==> src/sv/smin_pkg.sv <==
// Package for the script source minifier: byte codes, scan modes and the
// result group that passes from the scan stage to the output drain. No dependencies.
package smin_pkg;

  localparam logic [7:0] CH_HASH  = 8'h23;
  localparam logic [7:0] CH_NL    = 8'h0A;
  localparam logic [7:0] CH_TAB   = 8'h09;
  localparam logic [7:0] CH_SP    = 8'h20;
  localparam logic [7:0] CH_QUOTE = 8'h22;
  localparam logic [7:0] CH_NUL   = 8'h00;

  localparam int unsigned GRP_SLOTS = 4;

  typedef enum logic [1:0] {
    MODE_NORMAL  = 2'd0,
    MODE_COMMENT = 2'd1,
    MODE_DOC     = 2'd2
  } mode_t;

  // Up to four result items produced by one input item.
  typedef struct packed {
    logic [GRP_SLOTS-1:0][7:0] chars;
    logic [2:0]                count;
    logic                      bare;
    logic                      last;
  } group_t;

  // Append one byte in the next free slot.
  function automatic group_t grp_push(group_t g, logic [7:0] ch);
    group_t r;
    r = g;
    r.chars[g.count[1:0]] = ch;
    r.count = g.count + 3'd1;
    return r;
  endfunction

endpackage

==> src/sv/smin_scan.sv <==
// Scan stage of the minifier: input register, scan state and the logic that
// builds one result group per item. Depends on smin_pkg.
module smin_scan (
  input  logic            clk,
  input  logic            rst,
  input  logic            in_valid,
  output logic            in_ready,
  input  logic [7:0]      in_char,
  input  logic            end_of_text,
  input  logic            grp_free,
  output logic            grp_load,
  output smin_pkg::group_t grp
);
  import smin_pkg::*;

  logic       valid_r;
  logic [7:0] char_r;
  logic       last_r;

  mode_t      mode, mode_next;
  logic [1:0] open_q, open_q_next;
  logic [1:0] close_q, close_q_next;
  logic       space_pending, space_pending_next;
  logic       any_emitted, any_emitted_next;

  logic       advance;

  assign advance  = valid_r && grp_free;
  assign in_ready = !valid_r || advance;
  assign grp_load = advance && (grp.count != 3'd0);

  always_ff @(posedge clk) begin
    if (rst) begin
      valid_r       <= 1'b0;
      mode          <= MODE_NORMAL;
      open_q        <= 2'd0;
      close_q       <= 2'd0;
      space_pending <= 1'b0;
      any_emitted   <= 1'b0;
    end else begin
      if (in_ready) begin
        valid_r <= in_valid;
      end
      if (advance) begin
        mode          <= mode_next;
        open_q        <= open_q_next;
        close_q       <= close_q_next;
        space_pending <= space_pending_next;
        any_emitted   <= any_emitted_next;
      end
    end
  end

  always_ff @(posedge clk) begin
    if (in_valid && in_ready) begin
      char_r <= in_char;
      last_r <= end_of_text;
    end
  end

  always_comb begin
    group_t g;
    logic   is_ws;
    g                  = '0;
    mode_next          = mode;
    open_q_next        = open_q;
    close_q_next       = close_q;
    space_pending_next = space_pending;
    any_emitted_next   = any_emitted;
    is_ws = (char_r == CH_NL) || (char_r == CH_TAB) || (char_r == CH_SP);

    case (mode)
      MODE_COMMENT: begin
        if (char_r == CH_NL) begin
          mode_next = MODE_NORMAL;
        end
      end
      MODE_DOC: begin
        if (char_r == CH_QUOTE) begin
          if (close_q == 2'd2) begin
            close_q_next = 2'd0;
            mode_next    = MODE_NORMAL;
          end else begin
            close_q_next = close_q + 2'd1;
          end
        end else begin
          close_q_next = 2'd0;
        end
      end
      default: begin
        mode_next = MODE_NORMAL;
        if (char_r == CH_QUOTE) begin
          if (open_q == 2'd2) begin
            open_q_next  = 2'd0;
            close_q_next = 2'd0;
            mode_next    = MODE_DOC;
          end else begin
            open_q_next = open_q + 2'd1;
          end
        end else begin
          // release held quotes, the first preceded by a pending space if any
          for (int q = 0; q < 2; q++) begin
            if (2'(q) < open_q) begin
              if (space_pending_next) begin
                g = grp_push(g, CH_SP);
                space_pending_next = 1'b0;
              end
              g = grp_push(g, CH_QUOTE);
              any_emitted_next = 1'b1;
            end
          end
          open_q_next = 2'd0;
          if (char_r == CH_HASH) begin
            mode_next = MODE_COMMENT;
          end else if (is_ws) begin
            if (any_emitted_next) begin
              space_pending_next = 1'b1;
            end
          end else begin
            if (space_pending_next) begin
              g = grp_push(g, CH_SP);
              space_pending_next = 1'b0;
            end
            g = grp_push(g, char_r);
            any_emitted_next = 1'b1;
          end
        end
      end
    endcase

    if (last_r) begin
      if (mode_next == MODE_NORMAL) begin
        for (int q = 0; q < 2; q++) begin
          if (2'(q) < open_q_next) begin
            if (space_pending_next) begin
              g = grp_push(g, CH_SP);
              space_pending_next = 1'b0;
            end
            g = grp_push(g, CH_QUOTE);
          end
        end
      end
      if (g.count == 3'd0) begin
        g      = grp_push(g, CH_NUL);
        g.bare = 1'b1;
      end
      g.last             = 1'b1;
      mode_next          = MODE_NORMAL;
      open_q_next        = 2'd0;
      close_q_next       = 2'd0;
      space_pending_next = 1'b0;
      any_emitted_next   = 1'b0;
    end
    grp = g;
  end

endmodule

==> src/sv/smin_drain.sv <==
// Output drain of the minifier: holds one result group and hands its items
// out one per cycle while out_ready is high. Depends on smin_pkg.
module smin_drain (
  input  logic             clk,
  input  logic             rst,
  input  logic             grp_load,
  input  smin_pkg::group_t grp,
  output logic             grp_free,
  output logic             out_valid,
  input  logic             out_ready,
  output logic [7:0]       out_char,
  output logic             has_char,
  output logic             end_of_output
);
  import smin_pkg::*;

  logic                      held;
  logic [1:0]                idx;
  logic [1:0]                last_idx;
  logic [GRP_SLOTS-1:0][7:0] chars;
  logic                      bare;
  logic                      endm;
  logic                      at_last;

  assign at_last  = (idx == last_idx);
  assign grp_free = !held || (out_ready && at_last);

  assign out_valid     = held;
  assign out_char      = chars[idx];
  assign has_char      = !bare;
  assign end_of_output = endm && at_last;

  always_ff @(posedge clk) begin
    if (rst) begin
      held <= 1'b0;
      idx  <= 2'd0;
    end else if (grp_free) begin
      held <= grp_load;
      idx  <= 2'd0;
    end else if (out_ready) begin
      idx <= idx + 2'd1;
    end
  end

  always_ff @(posedge clk) begin
    if (grp_free && grp_load) begin
      chars    <= grp.chars;
      last_idx <= 2'(grp.count - 3'd1);
      bare     <= grp.bare;
      endm     <= grp.last;
    end
  end

endmodule

==> src/sv/script_source_minifier_core.sv <==
// Top level of the script source minifier: joins the scan stage and the
// output drain. Depends on smin_pkg, smin_scan and smin_drain.
//
// The block takes source bytes on the input channel and returns the
// minified byte stream on the output channel. Whitespace runs collapse to
// one space, hash comments and triple-quoted docstrings are dropped, and
// leading and trailing spaces are trimmed. Mark the final byte of a text
// with end_of_text; the last result of that text carries end_of_output,
// and a text that yields no bytes still produces one bare end marker
// (has_char low). All scan state returns to its reset value after it.
// Timing: an accepted item is registered in the input register; once the
// output group is free, the scan logic updates the state and loads its
// results (zero to four items) into the output group register, which
// drives the output ports directly. Plain text streams at one byte per
// cycle while out_ready is high; an item that releases held quotes or a
// pending space occupies the output group until each of its result items
// is taken, and the input stalls until the last of them is taken. The next
// group loads in the same cycle the last item of the previous one leaves.
module script_source_minifier_core (
  input  logic       clk,
  input  logic       rst,
  input  logic       in_valid,
  output logic       in_ready,
  input  logic [7:0] in_char,
  input  logic       end_of_text,
  output logic       out_valid,
  input  logic       out_ready,
  output logic [7:0] out_char,
  output logic       has_char,
  output logic       end_of_output
);
  import smin_pkg::*;

  group_t grp;
  logic   grp_load;
  logic   grp_free;

  // scan state and group build
  smin_scan u_scan (
    .clk         (clk),
    .rst         (rst),
    .in_valid    (in_valid),
    .in_ready    (in_ready),
    .in_char     (in_char),
    .end_of_text (end_of_text),
    .grp_free    (grp_free),
    .grp_load    (grp_load),
    .grp         (grp)
  );

  // hold the group and hand out its items in order
  smin_drain u_drain (
    .clk           (clk),
    .rst           (rst),
    .grp_load      (grp_load),
    .grp           (grp),
    .grp_free      (grp_free),
    .out_valid     (out_valid),
    .out_ready     (out_ready),
    .out_char      (out_char),
    .has_char      (has_char),
    .end_of_output (end_of_output)
  );

endmodule
==> config.mk <==
export PLATFORM = sky130hd
export DESIGN_NAME = script_source_minifier_core
export DESIGN_NICKNAME = d
export VERILOG_FILES = /design/src/sv/smin_pkg.sv /design/src/sv/smin_scan.sv /design/src/sv/smin_drain.sv /design/src/sv/script_source_minifier_core.sv
export SDC_FILE = /design/constraint.sdc
export NUM_CORES = 1
export LEC_CHECK = 0
export BUFFER_PORTS_ARGS = -buffer_cell sky130_fd_sc_hd__buf_2
export CELL_PAD_IN_SITES_DETAIL_PLACEMENT = 2
export CELL_PAD_IN_SITES_GLOBAL_PLACEMENT = 2
export CORE_ASPECT_RATIO = 0.75
export CORE_MARGIN = 3
export CORE_UTILIZATION = 43
export DETAILED_ROUTE_END_ITERATION = 12
export GPL_TIMING_DRIVEN = 0
export PLACE_DENSITY_LB_ADDON = 0.1
export SYNTH_ARGS = -nofsm -noshare
export SYNTH_HDL_FRONTEND = slang
export SYNTH_HIERARCHICAL = 1
export SYNTH_SLANG_ARGS = --single-unit
==> constraint.sdc <==
create_clock -name clk -period 12.98 [get_ports clk]
set_clock_uncertainty 0.2 [all_clocks]
set_input_delay 2.596 -clock clk [delete_from_list [all_inputs] [get_ports clk]]
set_output_delay 2.596 -clock clk [all_outputs]
set_load 0.05 [all_outputs]
## Word-level counts from Yosys, hierarchy flattened

Cells that the tools add are included.

| word-level totals | value |
|---|---|
| flip-flop bits (word level) | 57 |
| latch bits | 0 |
| memory bits (writable) | 0 |
| bits in read-only memories | 0 |
| output and inout port bits | 12 |
| word-level logic and storage cells | 231 |
| memories | 0 |

| cells by class | value |
|---|---|
| add/sub/neg operators | 14 |
| $mul | 0 |
| divide/modulo/power cells | 0 |
| magnitude comparators | 25 |
| equal/unequal tests | 13 |
| shift-type cells | 0 |
| mux-type cells | 104 |
| bitwise operators | 26 |
| reductions and logical operators | 32 |

Operator list:

| kind | number |
|---|---|
| $mux W37 | 38 |
| $demux W8 S2 | 10 |
| $and A28 B28 Y28 | 4 |
| $not A28 Y28 | 4 |
| $and A24 B24 Y24 | 4 |
| $not A24 Y24 | 4 |
| $mux W8 | 11 |
| $lt A2 B3 Y1 const B | 11 |
| $and A32 B32 Y32 | 1 |
| $bwmux W32 | 1 |
| $not A32 Y32 | 1 |
| $or A8 B8 Y8 | 4 |
| $add A3 B1 Y3 const B | 10 |
| $mux W2 | 15 |
| $mux W1 | 25 |
| $eq A8 B6 Y1 const B | 3 |
| $ge A2 B1 Y1 const B | 10 |
| $bmux W8 S2 | 1 |
| $eq A8 B4 Y1 const B | 2 |
| $logic_and A1 B1 Y1 | 16 |
| $or A4 B4 Y4 | 4 |
| $mux W11 | 1 |
| $reduce_bool A3 Y1 | 3 |
| $lt A1 B2 Y1 const A | 4 |
| 14 further kinds | 27 |

## Longest topological paths before layout

| depth | value |
|---|---|
| word-level depth | 101 |
| gate-level depth with buffers | 28 |
| gate-level depth less buffers | 27 |

## Cells and area by module

Netlist, hierarchy kept.

Modules (own cells, without submodules):

| module | instances | cells an instance | area an instance (um^2) |
|---|---|---|---|
| smin_scan | 1 | 310 | 2423.6 |
| smin_drain | 1 | 65 | 1471.4 |

## Least setup slack after synthesis

Ideal clock, no wire load.

| timing path | value |
|---|---|
| kind | register to register |
| from | register u_scan.open_q[1] |
| to | register u_drain.bare, enable pin |
| setup time | 397 ps |
| data arrival time | 6512 ps |
| slack | 5872 ps |
| cell stages (with the launch flop) | 27 |
| path buffers | 1 |
| cells stage by stage | dfxtp_1 -> clkbuf_1 -> nor2_1 -> inv_1 -> ha_1 -> mux2i_1 -> xnor2_1 -> ha_1 -> a21o_1 -> ha_1 -> nand2_1 -> o21ai_0 -> ha_1 -> o21ai_0 -> ha_1 -> nor2_1 -> a21oi_1 -> ha_1 -> mux2i_1 -> nand2_1 -> o21ai_0 -> ha_1 -> nand2_1 -> o311ai_1 -> a2111oi_2 -> a2111oi_2 -> and2_1 |

| between the ends | value |
|---|---|
| longest elaborated chain between the ends | 48 |

RTL lines:

| element | RTL line | text |
|---|---|---|
| start, declared | smin_scan.sv:21 | `logic [1:0] open_q, open_q_next;` |
| start signal, assigned | smin_scan.sv:46 | `open_q <= open_q_next;` |
| $lt A1 B2 Y1 | smin_scan.sv:103 | `if (2'(q) < open_q) begin` |
| $mux W37 | smin_scan.sv:103 |  |
| $mux W37 | smin_scan.sv:92 | `if (char_r == CH_QUOTE) begin` |
| $mux W37 | smin_scan.sv:72 | `case (mode)` |
| $add A3 B1 Y3 | smin_pkg.sv:33 | `r.count = g.count + 3'd1;` |
| $mux W37 | smin_scan.sv:104 | `if (space_pending_next) begin` |
| $mux W37 | smin_scan.sv:103 |  |
| $mux W37 | smin_scan.sv:92 |  |
| [33 not listed] | n/a |  |
| $mux W37 | smin_scan.sv:131 | `if (last_r) begin` |
| $add A3 B1 Y3 / $logic_not A3 Y1 (equally long branches) | smin_pkg.sv:33, smin_scan.sv:143 |  |
| $mux W37 | smin_scan.sv:143 | `if (g.count == 3'd0) begin` |
| $mux W37 * | smin_scan.sv:131 |  |
| $reduce_bool A3 Y1 * | smin_scan.sv:30 | `assign grp_load = advance && (grp.count != 3'd0);` |
| $logic_and A1 B1 Y1 * | smin_scan.sv:30 |  |
| net grp_load | script_source_minifier_core.sv:35 | `logic grp_load;` |
| $logic_and A1 B1 Y1 * | smin_drain.sv:46 | `if (grp_free && grp_load) begin` |
| end signal, assigned | smin_drain.sv:49 | `bare <= grp.bare;` |
| end, declared | smin_drain.sv:21 | `logic bare;` |

Mark *: on every way through the listed nets, which the timed path passes. The rest lies on a longest branch. The select of a mux whose other input is x is not followed.
A chain may end at the register's enable or synchronous reset.

## Worst setup path after layout

| timing path | value |
|---|---|
| from | register u_scan.open_q[1] |
| to | register u_drain/chars[20] in the netlist's numbering, enable pin |

| between the ends | value |
|---|---|
| longest elaborated chain between the ends | 48 |

RTL lines:

| element | RTL line | text |
|---|---|---|
| $lt A1 B2 Y1 | smin_scan.sv:103 |  |
| $mux W37 | smin_scan.sv:103 |  |
| $mux W37 | smin_scan.sv:92 |  |
| $mux W37 | smin_scan.sv:72 |  |
| $add A3 B1 Y3 | smin_pkg.sv:33 |  |
| $mux W37 | smin_scan.sv:104 |  |
| $mux W37 | smin_scan.sv:103 |  |
| $mux W37 | smin_scan.sv:92 |  |
| [33 not listed] | n/a |  |
| $mux W37 | smin_scan.sv:131 |  |
| $add A3 B1 Y3 / $logic_not A3 Y1 (equally long branches) | smin_pkg.sv:33, smin_scan.sv:143 |  |
| $mux W37 | smin_scan.sv:143 |  |
| $mux W37 * | smin_scan.sv:131 |  |
| $reduce_bool A3 Y1 * | smin_scan.sv:30 |  |
| $logic_and A1 B1 Y1 * | smin_scan.sv:30 |  |
| net grp_load | script_source_minifier_core.sv:35 |  |
| $logic_and A1 B1 Y1 * | smin_drain.sv:46 |  |
| end signal, assigned | smin_drain.sv:47 | `chars <= grp.chars;` |
| end, declared | smin_drain.sv:20 | `logic [GRP_SLOTS-1:0][7:0] chars;` |

Marked as above.

==> flow_summary.yaml <==
power:
  p_int_w: 0.000348
  p_switching_w: 0.000123
  powerDensity_mw_per_mm2: 107
  vdd_drop_max_v: 0.0000588
  swShare_pct: 26.2
  sequentialPowerShare_pct: 44.7
  combPwrFrac_pct: 9.9
  pwr-share-clk_pct: 45.4
  p_leak_nw: 1.63
  total_power_w: 0.000471
sta:
  drv_slew: 0
  tightest_slew_ns: 0.975
  setup_viol: 0
  relSlewSlack_pct: 34.5
  rsz0062_at_grt: "no"
  fin_crit_sh_pct: 66.9
  fin_crit_ns: 8.69
  finalHoldViolCount: 0
  finalSetupTns_ns: 0
  max_freq_ghz: 0.115
clock_tree:
  clockRootBuffer: "clkbuf_16"
  clk_pin_slew_ns: 0.05
  cts_buffers: 9
  clk_path_buf_depth: 2
  clock_latency_ns: 0.33
  cts_num_sinks: 57
  cts_tree: "built"
  cts_resized: 0
  postCtsSetupRepairBufs: 0
  h-tree-depth: 3
  holdBufCountCts: 0
route:
  firstDrtPassIters: 4
  wl_um: 13100
  drtAntennaViolNets: 0
  drt_iter0_drc: 165
  wl_per_cell_um: 25.2
  vias: 3293
  drcViolationCount: 0
  vias_per_cell: 6.32
place:
  io_buffers: 24
  hpwlAfterDp_um: 9860
  gp_congestion: 0.859
grt:
  grt_pass1_vias: 3549
  antenna_found_initial: 0
  grt_max_degree: 37
  grt_use_total_pct: 26.9
  grt.overflow.total: 0
  grt_pass1_wl_um: 20500
worst_setup_path:
  worst-path-buf-inv: 2
  arrival_ns: 8.43
  crit_slowest_cell: "and2_2"
  cp-start-kind: "flop"
  crit_path_frequent_cell: "ha_1"
  critPathRequiredTime_ns: 12.72
  crit_type: "reg2reg"
  critical_path.max_stage_delay_ns: 0.86
  cp-end-kind: "flop"
  critical_path.top_delay_family: "adder cells"
  critPathMaxFanout: 36
worst_hold_path:
  hp-class: "reg2reg"
cells_and_area:
  area_growth_syn_to_layout_pct: 13.6
  register_area_mm2: 0.00159
  drive_gt1_share_pct: 18.2
  n_antenna_cell: 0
  layout_common_cells: "edfxtp_1 (45), nand2_1 (35), inv_1 (26), nor3_1 (26)"
  final_common_cell: "edfxtp_1"
  fillers: 905
  multiInputGateArea_mm2: 0.00209
  final_net_count: 446
die:
  io_pins: 25
  die_area_mm2: 0.0102
  die_w_um: 116
  initial_core_util_pct: 45.0
  num_rows: 29
  die_h_um: 88.3
  core_mm2: 0.00864
synthesis:
  synthCells: 373
  syn_nets: 411
  avgSynthCellArea_um2: 10.4
  netlist_area_mm2: 0.00388
  ys_warn_count: 6
status:
  status: "finished, final reports clean"
run:
  drv_cap: 0
-- final cells by class --
type | instances | share of cell area (%)
sequential | 57 | 36.1
tap | 108 | 3.06
clock buffer | 9 | 5.10
timing repair buffer | 24 | 2.72
buffer | 16 | 2.24
clock inverter | 7 | 1.05
inverter | 27 | 2.30
multi-input combinational | 273 | 47.5
-- state kept, by name, summed over array words and instances, names as in the netlist --
register,flops
u_drain/chars,32
u_scan/char_r,8
u_drain/idx,2
u_drain/last_idx,2
u_scan/close_q,2
u_scan/mode,2
u_scan/open_q,2
u_drain/bare,1
u_drain/endm,1
u_drain/out_valid,1
u_scan/any_emitted,1
u_scan/last_r,1
u_scan/space_pending,1
u_scan/valid_r,1
-- per-layer routing --
metal	vias to the layer above	wire (µm)	part of all wire [%]	GRT usage, %
li1	1485	-	-	-
met1	1694	5600	43	34.8
met5	-	0	0	0
met2	99	6670	51	47.0
met4	0	150	1.1	6.53
met3	15	690	5.3	4.99
-- power groups by stage --
stage / Sequential [W] / Clock (W) / Combinational, W
floorplan: 0.000213 / 0 / 0.0000315
global placement: 0.000213 / 0 / 0.0000439
detailed placement: 0.000214 / 0 / 0.0000461
CTS: 0.000211 / 0.000218 / 0.0000467
global route: 0.000211 / 0.000226 / 0.0000505
finish: 0.000211 / 0.000214 / 0.0000467
-- final timing paths --
kind | startpoint | to | slack, ns | cells past startpoint
max | u_scan/open_q[1]$_SDFFE_PP0P_ | u_drain/chars[20]$_DFFE_PP_ | 4.29 | 26
min reg2reg | u_scan/mode[1]$_SDFFE_PP0P_ | u_scan/mode[1]$_SDFFE_PP0P_ | 0.32 | 2
max reg2reg | u_scan/open_q[1]$_SDFFE_PP0P_ | u_drain/chars[20]$_DFFE_PP_ | 4.29 | 26
min | u_scan/mode[1]$_SDFFE_PP0P_ | u_scan/mode[1]$_SDFFE_PP0P_ | 0.32 | 2
-- metrics by stage --
stage | cell area, µm² | hold slack, ns | instances | setup slack, ns | utilization [%]
2_1_floorplan | 3880 | 0.248 | 373 | 5.90 | -
3_3_place_gp | 4140 | 0.283 | 505 | 4.34 | 47.9
3_5_place_dp | 4140 | 0.315 | 505 | 4.41 | 48.0
4_1_cts | 4410 | 0.320 | 521 | 4.28 | 51.1
5_1_grt | 4410 | 0.333 | 521 | 3.55 | 51.1
6_report | 4410 | 0.320 | 521 | 4.29 | 51.1
-- worst reg2reg max path, delay by kind of cell (launching register included) --
| kind | cells | cell delay [ns] |
|---|---|---|
| xor+xnor | 1 | 0.23 |
| compound gates | 8 | 2.24 |
| mux | 2 | 0.80 |
| buf+inv | 2 | 0.35 |
| fa+ha+maj | 7 | 2.23 |
| flops | 1 | 0.30 |
| simple gates | 6 | 1.94 |
Power figures use the tool's default switching activity.
